`config.mk`:
```
export PLATFORM = sky130hd
export DESIGN_NAME = rtv_csr
export DESIGN_NICKNAME = d
export VERILOG_FILES = /design/src/design/assert_macros.svh /design/src/design/rtv_pkg.sv /design/src/design/rtv_csr.sv
export SDC_FILE = /design/constraint.sdc
export NUM_CORES = 1
export LEC_CHECK = 0
export BUFFER_PORTS_ARGS = -buffer_cell sky130_fd_sc_hd__buf_2
export CORE_UTILIZATION = 25
export DETAILED_ROUTE_END_ITERATION = 12
export PLACE_DENSITY = 0.49
export SYNTH_ARGS = -nofsm -noshare
export SYNTH_HDL_FRONTEND = slang
export SYNTH_SLANG_ARGS = --single-unit
export TNS_END_PERCENT = 20
```
`constraint.sdc`:
```
create_clock -name clock -period 3.5 [get_ports clock]
set_input_delay 0.7 -clock clock [delete_from_list [all_inputs] [get_ports clock]]
set_output_delay 0.7 -clock clock [all_outputs]
set_load 0.02 [all_outputs]
```
`src/design/assert_macros.svh`:
```
// Assertion macros used by the top level of the rotate-translate block.
// Depends on nothing; each macro samples on the clock and is disabled in reset.
`ifndef ASSERT_MACROS_SVH
`define ASSERT_MACROS_SVH

// Implication or plain property, checked on every rising clock edge outside reset.
`define ASSERT_CLK(label, clk, rst, prop, msg) \
   label: assert property (@(posedge clk) disable iff (rst) prop) else $error(msg);

// Property that must hold in the cycle after the trigger.
`define ASSERT_NEXT(label, clk, rst, trig, prop, msg) \
   label: assert property (@(posedge clk) disable iff (rst) (trig) |=> (prop)) else $error(msg);

`endif

```
`src/design/rtv_pkg.sv`:
```
// Package of the rotate-translate block: payload structs, register indexes and constants.
// Used by every module of the block; depends on nothing.
`timescale 1ns / 1ps

package rtv_pkg;

   localparam int ROWS       = 3;
   localparam int COEF_W     = 16;
   localparam int VEC_W      = 16;
   localparam int TRANS_W    = 32;
   localparam int ROW_W      = ROWS * COEF_W;
   localparam int FRAC_W     = 12;
   localparam int ACC_W      = 44;
   localparam int MAC_W      = 32;
   localparam int IR_W       = 16;
   localparam int FLAGS_W    = 32;
   localparam int CSR_IDX_W  = 3;

   localparam logic signed [IR_W-1:0] IR_MAX = 16'sh7FFF;
   localparam logic signed [IR_W-1:0] IR_MIN = 16'sh8000;

   // Flag layout: positive overflow at 30-r, negative at 27-r, saturation at 24-r.
   localparam int FLAG_POS_TOP   = 30;
   localparam int FLAG_NEG_TOP   = 27;
   localparam int FLAG_SAT_TOP   = 24;
   localparam int FLAG_SUMMARY   = 31;
   localparam logic [FLAGS_W-1:0] FLAG_SUMMARY_MASK = 32'h7F87_E000;

   typedef enum logic [CSR_IDX_W-1:0] {
      CSR_ROT_ROW0 = 3'd0,
      CSR_ROT_ROW1 = 3'd1,
      CSR_ROT_ROW2 = 3'd2,
      CSR_TRANS_X  = 3'd3,
      CSR_TRANS_Y  = 3'd4,
      CSR_TRANS_Z  = 3'd5
   } csr_index_type;

   typedef struct packed {
      logic signed [VEC_W-1:0] vec_x;
      logic signed [VEC_W-1:0] vec_y;
      logic signed [VEC_W-1:0] vec_z;
   } req_type;

   typedef struct packed {
      logic signed [MAC_W-1:0] mac_x;
      logic signed [MAC_W-1:0] mac_y;
      logic signed [MAC_W-1:0] mac_z;
      logic signed [IR_W-1:0]  ir_x;
      logic signed [IR_W-1:0]  ir_y;
      logic signed [IR_W-1:0]  ir_z;
      logic [FLAGS_W-1:0]      flags;
   } rsp_type;

   typedef struct packed {
      logic [ROWS-1:0][ROW_W-1:0]   rot;
      logic [ROWS-1:0][TRANS_W-1:0] trans;
   } cfg_type;

   typedef struct packed {
      logic pos_ovf;
      logic neg_ovf;
      logic sat;
   } row_flags_type;

endpackage

```
`src/design/rtv_csr.sv`:
```
// Configuration registers of the rotate-translate block: matrix rows and translation.
// Depends on rtv_pkg.
`timescale 1ns / 1ps

module rtv_csr
   import rtv_pkg::*;
(
   input  logic                 clock,
   input  logic                 reset,
   input  logic                 csr_we,
   input  logic [CSR_IDX_W-1:0] csr_index,
   input  logic [ROW_W-1:0]     csr_wdata,
   output cfg_type              cfg
);

   cfg_type cfg_ff;

   always_ff @(posedge clock) begin
      if (reset) begin
         cfg_ff <= '0;
      end else if (csr_we) begin
         unique case (csr_index)
            CSR_ROT_ROW0: cfg_ff.rot[0]   <= csr_wdata;
            CSR_ROT_ROW1: cfg_ff.rot[1]   <= csr_wdata;
            CSR_ROT_ROW2: cfg_ff.rot[2]   <= csr_wdata;
            CSR_TRANS_X:  cfg_ff.trans[0] <= csr_wdata[TRANS_W-1:0];
            CSR_TRANS_Y:  cfg_ff.trans[1] <= csr_wdata[TRANS_W-1:0];
            CSR_TRANS_Z:  cfg_ff.trans[2] <= csr_wdata[TRANS_W-1:0];
            default: ;  // Unknown indexes are dropped.
         endcase
      end
   end

   assign cfg = cfg_ff;

endmodule

```
==> metrics.txt <==
status=completed; XOR/XNOR Fraction of Synth Area=0%; Fin. Hold Viols=0; area share of fa/ha/maj cells after synthesis=0%; flop-to-flop setup slack=2.88 ns; fin nets=1167; design area=~0.012 mm^2; final period utilization=52.2%; postcts setup bufs=0; total number of vias=6654; HP Start=csr_wdata[40]; Clock transition at path regs=0.06 ns; R2R cell count=2; worst slew pin tran=0.791 ns; largest cells by area after synthesis=dfxtp_1 51%, mux2i_1 26%, nand2b_1 19%, clkbuf_1 1.4%, buf_2 1.1%; largest family of logic cells by synthesized area=multiplexers; Tmin final=1.83 ns; Peak supply drop=339 uV; Yosys top cell area share=51.2%; number of synthesized flops with an enable pin=0; Total Power=6180 uW; Crit Path Max Fanout=25; pin count of the biggest net entering global routing=72; FMAX=roughly 550 MHz; post-route ant nets=0; most numerous cell in the Yosys netlist=nand2b_1; Post-Place Cell Area=0.0113 mm^2; Setup violations, final=0; Starting DRT DRC Count=220; Req. time, crit path=3.91 ns; DRC Markers=0; Routed WL=28200 um; routability cong.=0.707; RSZ-0062 raised after global routing=no; Final Max Tran Viols=0; grt ovf=0; post-synthesis sequential area ratio=51.2%; Endpoint, Worst Hold=cfg[232]; Mapped Cells=837; Worst-Skew Late Latency=about 0.54 ns; diodes inserted=0; max reg flops=240; Warnings, synthesis=0; Die Y=about 200 um; gr usage total=14.5%; core area=0.0368 mm^2; first-pass GRT wire length=42800 um; clk sink count=240; biggest area consumer among synthesized cells=dfxtp_1; HPWL after DPL=18800 um; post-synthesis simple-gate area fraction=20.1%; P_leak=roughly 0.0064 uW; # H-tree levels=1; final setup TNS=0 ns; port buffer count=293; vias in the first global route=slightly below 7000; TritonCTS clock tree=done; number of top-level pins=294; Area Overhead vs Synth=30.7%; routed wire length per instance=about 18 um; Synth Area in Compound Gates=0%; Synth Flop Type=dfxtp_1; layout cells sized above 1=31.6%; Mapped Nets=~900; P per Cell Area=504 mW/mm^2; Hold-fix buffers, CTS=0; Hold Crit Depth=3; flops & latches, synth=240; clk_skew=0 ns; Layout fillers=3839; crit end category=flip-flop; drt first pass iters=4; list of most frequent post-synthesis cells=288 x nand2b_1, 240 x dfxtp_1, 240 x mux2i_1; worst r2r dst=cfg[28]; RR Startpoint=cfg[28]; Tightest Hold Check Type=primary input to flip-flop; Via density=4.16; Worst EP arrival=2.24 ns; Max Cap Viol=0; Critical Path Source Type=primary input; Avg Cell Area, Syn=11.2 um^2; # rows=70; Rel. slew slack=47.2%; die area=0.0383 mm^2; total CTS buffers=28; Root Buffer=clkbuf_16; mux cell area share after synthesis=25.6%; Die Width=196 um; Initial Utilization=25.5%; post_cts resized=0; clock buffer depth=3; Mapped Area=0.00938 mm^2; Netlist cell types=12; kind of critical path=primary input to flip-flop; ys async rst share=0%; initial antenna violation count=0
-- routing by layer --
layer	track usage [%]	wire length, um	up-vias
met5	0	0	-
met4	3.82	460	0
met3	4.07	1930	31
met2	23.9	13000	195
met1	18.5	12800	3124
li1	-	-	3304
-- worst max path at each step --
stage / start / endpoint / cells after the start
detailed placement: csr_index[2] / cfg[221] / 4
CTS: csr_index[2] / cfg[215] / 4
floorplan: csr_index[0] / cfg[133] / 5
global route: csr_index[2] / cfg[223] / 4
finish: csr_index[2] / cfg[223] / 4
global placement: csr_index[2] / cfg[218] / 4
-- worst max-delay path: stages --
cell and delay, ns:
buf_2 0.16, nand4bb_4 0.76, buf_12 0.45, mux2i_1 0.15
-- power by group --
part	switching, uW	total, uW	leakage, uW	internal [uW]
clock	1160	2890	0.000460	1730
combinational	283	472	0.00400	189
sequential	29.9	2820	0.00194	2790
total	1470	6180	0.00640	4710
-- kinds of logic (layout without fill, tap and decap cells) --
logic type / Yosys count / count (layout)
buf+inv: 61 / 356
flops: 240 / 240
mux: 240 / 240
simple gates: 296 / 296
-- layout by cell type, fill, tap and decap left out, drive strengths merged --
cell type  count
clkbuf        43
dfxtp        240
buf          307
nand4b         2
nand4bb        3
clkinv         5
and4bb         1
mux2i        240
nor4b          1
or4b           1
clkinvlp       1
nand2b       288
-- per-stage QoR --
step / setup slack (ns) / util (%) / hold WS, ns / cells
final: 1.67 / 33.3 / 0.464 / 1600
after global routing: 1.58 / 33.3 / 0.460 / 1600
after CTS: 1.64 / 33.3 / 0.433 / 1600
after detailed placement: 1.07 / 30.8 / 0.458 / 1551
after global placement: 1.07 / 30.8 / 0.455 / 1551
after floorplan: 1.68 / - / 0.546 / 837
-- area by class of cell --
class                   instances  area (um^2)  share of cell area (%)
multi-input cells             536         4340                    35.4
clock inverters                 6         36.3                   0.296
clock buffers                  43          888                    7.25
repair buffers                307         1600                    13.1
well taps                     468          586                    4.78
flip-flops and latches        240         4800                    39.2
No activity file was read; power rests on OpenSTA's default activity.
