<file path="config.mk">
export PLATFORM = sky130hd
export DESIGN_NAME = rtv_row
export DESIGN_NICKNAME = d
export VERILOG_FILES = /design/src/design/assert_macros.svh /design/src/design/rtv_pkg.sv /design/src/design/rtv_row.sv
export SDC_FILE = /design/constraint.sdc
export NUM_CORES = 2
export LEC_CHECK = 0
export BUFFER_PORTS_ARGS = -buffer_cell sky130_fd_sc_hd__buf_2
export CORE_ASPECT_RATIO = 0.8
export CORE_MARGIN = 1.5
export CORE_UTILIZATION = 65
export DETAILED_ROUTE_END_ITERATION = 10
export PLACE_DENSITY_LB_ADDON = 0.2
export SYNTH_ARGS = -nofsm -noshare
export SYNTH_HDL_FRONTEND = slang
export SYNTH_SLANG_ARGS = --single-unit
</file>
<file path="constraint.sdc">
create_clock -name vclk -period 27.5
set_input_delay 5.5 -clock vclk [all_inputs]
set_output_delay 5.5 -clock vclk [all_outputs]
set_load 0.03 [all_outputs]
</file>
<file path="src/design/assert_macros.svh">
// Assertion macros used by the top level of the rotate-translate block.
// Depends on nothing; each macro samples on the clock and is disabled in reset.
`ifndef ASSERT_MACROS_SVH
`define ASSERT_MACROS_SVH

// Implication or plain property, checked on every rising clock edge outside reset.
`define ASSERT_CLK(label, clk, rst, prop, msg) \
   label: assert property (@(posedge clk) disable iff (rst) prop) else $error(msg);

// Property that must hold in the cycle after the trigger.
`define ASSERT_NEXT(label, clk, rst, trig, prop, msg) \
   label: assert property (@(posedge clk) disable iff (rst) (trig) |=> (prop)) else $error(msg);

`endif

</file>
<file path="src/design/rtv_pkg.sv">
// Package of the rotate-translate block: payload structs, register indexes and constants.
// Used by every module of the block; depends on nothing.
`timescale 1ns / 1ps

package rtv_pkg;

   localparam int ROWS       = 3;
   localparam int COEF_W     = 16;
   localparam int VEC_W      = 16;
   localparam int TRANS_W    = 32;
   localparam int ROW_W      = ROWS * COEF_W;
   localparam int FRAC_W     = 12;
   localparam int ACC_W      = 44;
   localparam int MAC_W      = 32;
   localparam int IR_W       = 16;
   localparam int FLAGS_W    = 32;
   localparam int CSR_IDX_W  = 3;

   localparam logic signed [IR_W-1:0] IR_MAX = 16'sh7FFF;
   localparam logic signed [IR_W-1:0] IR_MIN = 16'sh8000;

   // Flag layout: positive overflow at 30-r, negative at 27-r, saturation at 24-r.
   localparam int FLAG_POS_TOP   = 30;
   localparam int FLAG_NEG_TOP   = 27;
   localparam int FLAG_SAT_TOP   = 24;
   localparam int FLAG_SUMMARY   = 31;
   localparam logic [FLAGS_W-1:0] FLAG_SUMMARY_MASK = 32'h7F87_E000;

   typedef enum logic [CSR_IDX_W-1:0] {
      CSR_ROT_ROW0 = 3'd0,
      CSR_ROT_ROW1 = 3'd1,
      CSR_ROT_ROW2 = 3'd2,
      CSR_TRANS_X  = 3'd3,
      CSR_TRANS_Y  = 3'd4,
      CSR_TRANS_Z  = 3'd5
   } csr_index_type;

   typedef struct packed {
      logic signed [VEC_W-1:0] vec_x;
      logic signed [VEC_W-1:0] vec_y;
      logic signed [VEC_W-1:0] vec_z;
   } req_type;

   typedef struct packed {
      logic signed [MAC_W-1:0] mac_x;
      logic signed [MAC_W-1:0] mac_y;
      logic signed [MAC_W-1:0] mac_z;
      logic signed [IR_W-1:0]  ir_x;
      logic signed [IR_W-1:0]  ir_y;
      logic signed [IR_W-1:0]  ir_z;
      logic [FLAGS_W-1:0]      flags;
   } rsp_type;

   typedef struct packed {
      logic [ROWS-1:0][ROW_W-1:0]   rot;
      logic [ROWS-1:0][TRANS_W-1:0] trans;
   } cfg_type;

   typedef struct packed {
      logic pos_ovf;
      logic neg_ovf;
      logic sat;
   } row_flags_type;

endpackage

</file>
<file path="src/design/rtv_row.sv">
// One output row: translation plus three coefficient products, 44-bit wrap, flags, clamp.
// Depends on rtv_pkg.
`timescale 1ns / 1ps

module rtv_row
   import rtv_pkg::*;
(
   input  logic [ROW_W-1:0]          rot_row,
   input  logic [TRANS_W-1:0]        trans,
   input  req_type                   vec,
   output logic signed [MAC_W-1:0]   mac,
   output logic signed [IR_W-1:0]    ir,
   output row_flags_type             row_flags
);

   logic signed [VEC_W-1:0]  vin [ROWS];
   logic signed [COEF_W-1:0] coef [ROWS];
   logic signed [2*VEC_W-1:0] prod [ROWS];
   logic [ACC_W-1:0]          acc;
   logic [ACC_W:0]            sum;
   logic                      pos_ovf;
   logic                      neg_ovf;
   logic                      sat;

   assign vin[0] = vec.vec_x;
   assign vin[1] = vec.vec_y;
   assign vin[2] = vec.vec_z;

   // The three products are independent; only the additions chain.
   always_comb begin
      for (int c = 0; c < ROWS; c++) begin
         coef[c] = rot_row[COEF_W*c +: COEF_W];
         prod[c] = coef[c] * vin[c];
      end
   end

   // The scaled translation already fits 44 bits, so the chain starts unwrapped.
   // Each add is checked on its 45-bit result: the top two bits disagree on overflow.
   always_comb begin
      acc     = {trans, {FRAC_W{1'b0}}};
      sum     = '0;
      pos_ovf = 1'b0;
      neg_ovf = 1'b0;
      for (int c = 0; c < ROWS; c++) begin
         sum     = {acc[ACC_W-1], acc}
                 + {{(ACC_W + 1 - 2*VEC_W){prod[c][2*VEC_W-1]}}, prod[c]};
         pos_ovf = pos_ovf | (~sum[ACC_W] & sum[ACC_W-1]);
         neg_ovf = neg_ovf | (sum[ACC_W] & ~sum[ACC_W-1]);
         acc     = sum[ACC_W-1:0];
      end
   end

   assign mac = acc[ACC_W-1:FRAC_W];

   // The value fits 16 bits only when bits 31 down to 15 all agree.
   assign sat = (mac[MAC_W-1:IR_W-1] != {(MAC_W-IR_W+1){mac[MAC_W-1]}});

   always_comb begin
      if (!sat) begin
         ir = mac[IR_W-1:0];
      end else if (mac[MAC_W-1]) begin
         ir = IR_MIN;
      end else begin
         ir = IR_MAX;
      end
   end

   assign row_flags = '{pos_ovf: pos_ovf, neg_ovf: neg_ovf, sat: sat};

endmodule

</file>
==> flow_summary_export.csv <==
group,metric,value,unit
place,place.gp.congestion,0.991,
global_routing,grt_max_degree,29,
floorplan,core.rowCount,80,
place,dp.cells,5065,
routing,drt-met1-wl,36300,microns
synth,synth_top_cell_by_area,"fa_1",
worst_setup_path,required,22000,ps
synth,syn_area,0.0392,sq mm
floorplan,die_area,0.0618,sq mm
worst_setup_path,arrival,21230,ps
worst_setup_path,cp_num_buf_inv,12,
layout,seq_area,0,sq um
global_routing,antenna_found_initial,2,
worst_setup_path,critPathMaxStageDelay,550,ps
routing,dr_wl_met2,42600,microns
floorplan,die_x,277,microns
timing,timing.final.max_slew_violations,0,
routing,detail-route-antenna-nets,0,
worst_setup_path,startpoint_type,"primary input",
layout,nets,5827,
timing,setup_slack,775,ps
global_routing,grt_pass1_wl,153000,microns
hold_path,min_path_type,"primary input to output port",
synth,synth.most_common_cell,"inv_1",
floorplan,die_h,223,microns
routing,routed_via_density,5.59,
synth,synth_area_leaders,"fa_1 (53%), ha_1 (12%), inv_1 (11%)",
synth,syn_nets,5754,
synth,synth.distinct_cells,82,
place,dp_slack,-28.2,ps
timing,hold_viol_final,0,
synth,yosysWarningCount,0,
routing,wire_per_inst,17.2,microns
outcome,status,"finished clean",
worst_setup_path,path_max_fanout,16,
hold_path,holdCritStartpoint,"trans[31]",
routing,drt_iter0_markers,1855,
place,numPortBuffers,179,
hold_path,min_to,"row_flags[2]",
floorplan,io_pins,179,
global_routing,grt_overflow,0,
routing,wirelength,87100,microns
clocking,ctsHoldBuffers,0,
hold_path,min_delay_path_depth,9,
routing,vias,28339,
floorplan,start_util,0.658,
worst_setup_path,crit_slowest_cell,"fa_1",
timing,setup_viol,0,
layout,clock_buffers,0,
routing,firstDrtPassIters,6,
worst_setup_path,critical_path_class,"primary input to output port",
layout,seq_cells,0,
worst_setup_path,crit_top_cell,"fa_1",
layout,fillCellCount,4752,
floorplan,design.core.area,0.0596,sq mm
synth,synth_common_cells,"inv_1 (1130), fa_1 (1037), nand2_1 (442), ha_1 (370), and2_1 (337)",
worst_setup_path,cp.depth,59,
worst_setup_path,crit_path_end_kind,"output port",
synth,ys_seq_area_frac,0,
synth,yosys.area.top_type_share,0.530,
routing,top_layer_used,"met5",
place,dp_hpwl,76000,microns
global_routing,grt_pass1_vias,30916,
layout,drive_gt1_frac,0.0569,
job,maxCapViolations,0,
routing,wl_met3,6460,microns
timing,min_period,26730,ps
global_routing,grt.total_usage,0.306,
routing,drc,0,
synth,postSynthCellCount,4219,
layout,syn2layout_area_growth,4.30,%
timing,slew_headroom,0.292,
timing,fmax,37.4,MHz
timing,worstMarginPinSlew,1060,ps
worst_setup_path,path_delay_family,"adder cells",
timing,fin_crit_sh,0.972,
synth,syn_avg_cell_area,9.29,sq um
layout,fin_cells,5070,
cell families after synthesis:
family          Yosys count  share of synthesized area
fa+ha+maj              1407                      0.648
compound gates          395                     0.0698
xor+xnor                120                     0.0268
mux                       4                    0.00105
simple gates           1042                      0.134
buf+inv                1251                      0.121
layout make-up:
| class | instances | area (sq um) | area share |
|---|---|---|---|
| Inverter | 1131 | 4250 | 0.104 |
| Timing Repair Buffer | 191 | 1020 | 0.0250 |
| Tap cell | 779 | 975 | 0.0239 |
| Antenna cell | 1 | 2.50 | 0.0000612 |
| Multi-Input combinational cell | 2968 | 34600 | 0.847 |
worst max path at each step:
stage,start,end,slack [ps]
6_report,vec[35],ir[12],770
4_1_cts,vec[33],ir[12],80
3_3_place_gp,vec[33],ir[0],-20
3_5_place_dp,rot_row[15],ir[12],-30
2_1_floorplan,vec[39],ir[10],1240
5_1_grt,rot_row[10],ir[13],-50
through the flow:
stage          hold slack [ps]  setup TNS, ps  utilization  cell area (sq um)
2_1_floorplan            11870              0            -              39200
5_1_grt                  12520           -362        0.686              40900
3_3_place_gp             12420           -246        0.682              40600
3_5_place_dp             12430           -134        0.682              40600
4_1_cts                  12440              0        0.682              40600
6_report                 12410              0        0.686              40900
metal layers:
metal  vias to the layer above  GRT usage
met4                         2     0.0507
met3                       133     0.0363
met1                     14539      0.435
met5                         -    0.00311
li1                      12690          -
met2                       975      0.518
layout by cell type, fill, tap and decap left out, types with 49 or more instances in the layout:
cell type,count
inv_1,1130
fa_1,1036
nand2_1,441
ha_1,367
and2_1,337
buf_2,171
a21oi_1,116
xnor2_1,88
nor2_1,76
a21o_1,59
o21ai_0,51
nand2b_1,49
what timing repair did:
| item | in CTS | in global routing |
|---|---|---|
| pin swaps | 0 | 6 |
| endpoints found under the setup margin | 15 | 21 |
| gates resized for setup | 2 | 38 |
| setup buffers | 0 | 4 |
| gates cloned | 0 | 0 |
Power is left out: the tool's default activity adds up to more than one toggle a clock period on the data nets, which glitch-free logic cannot reach.
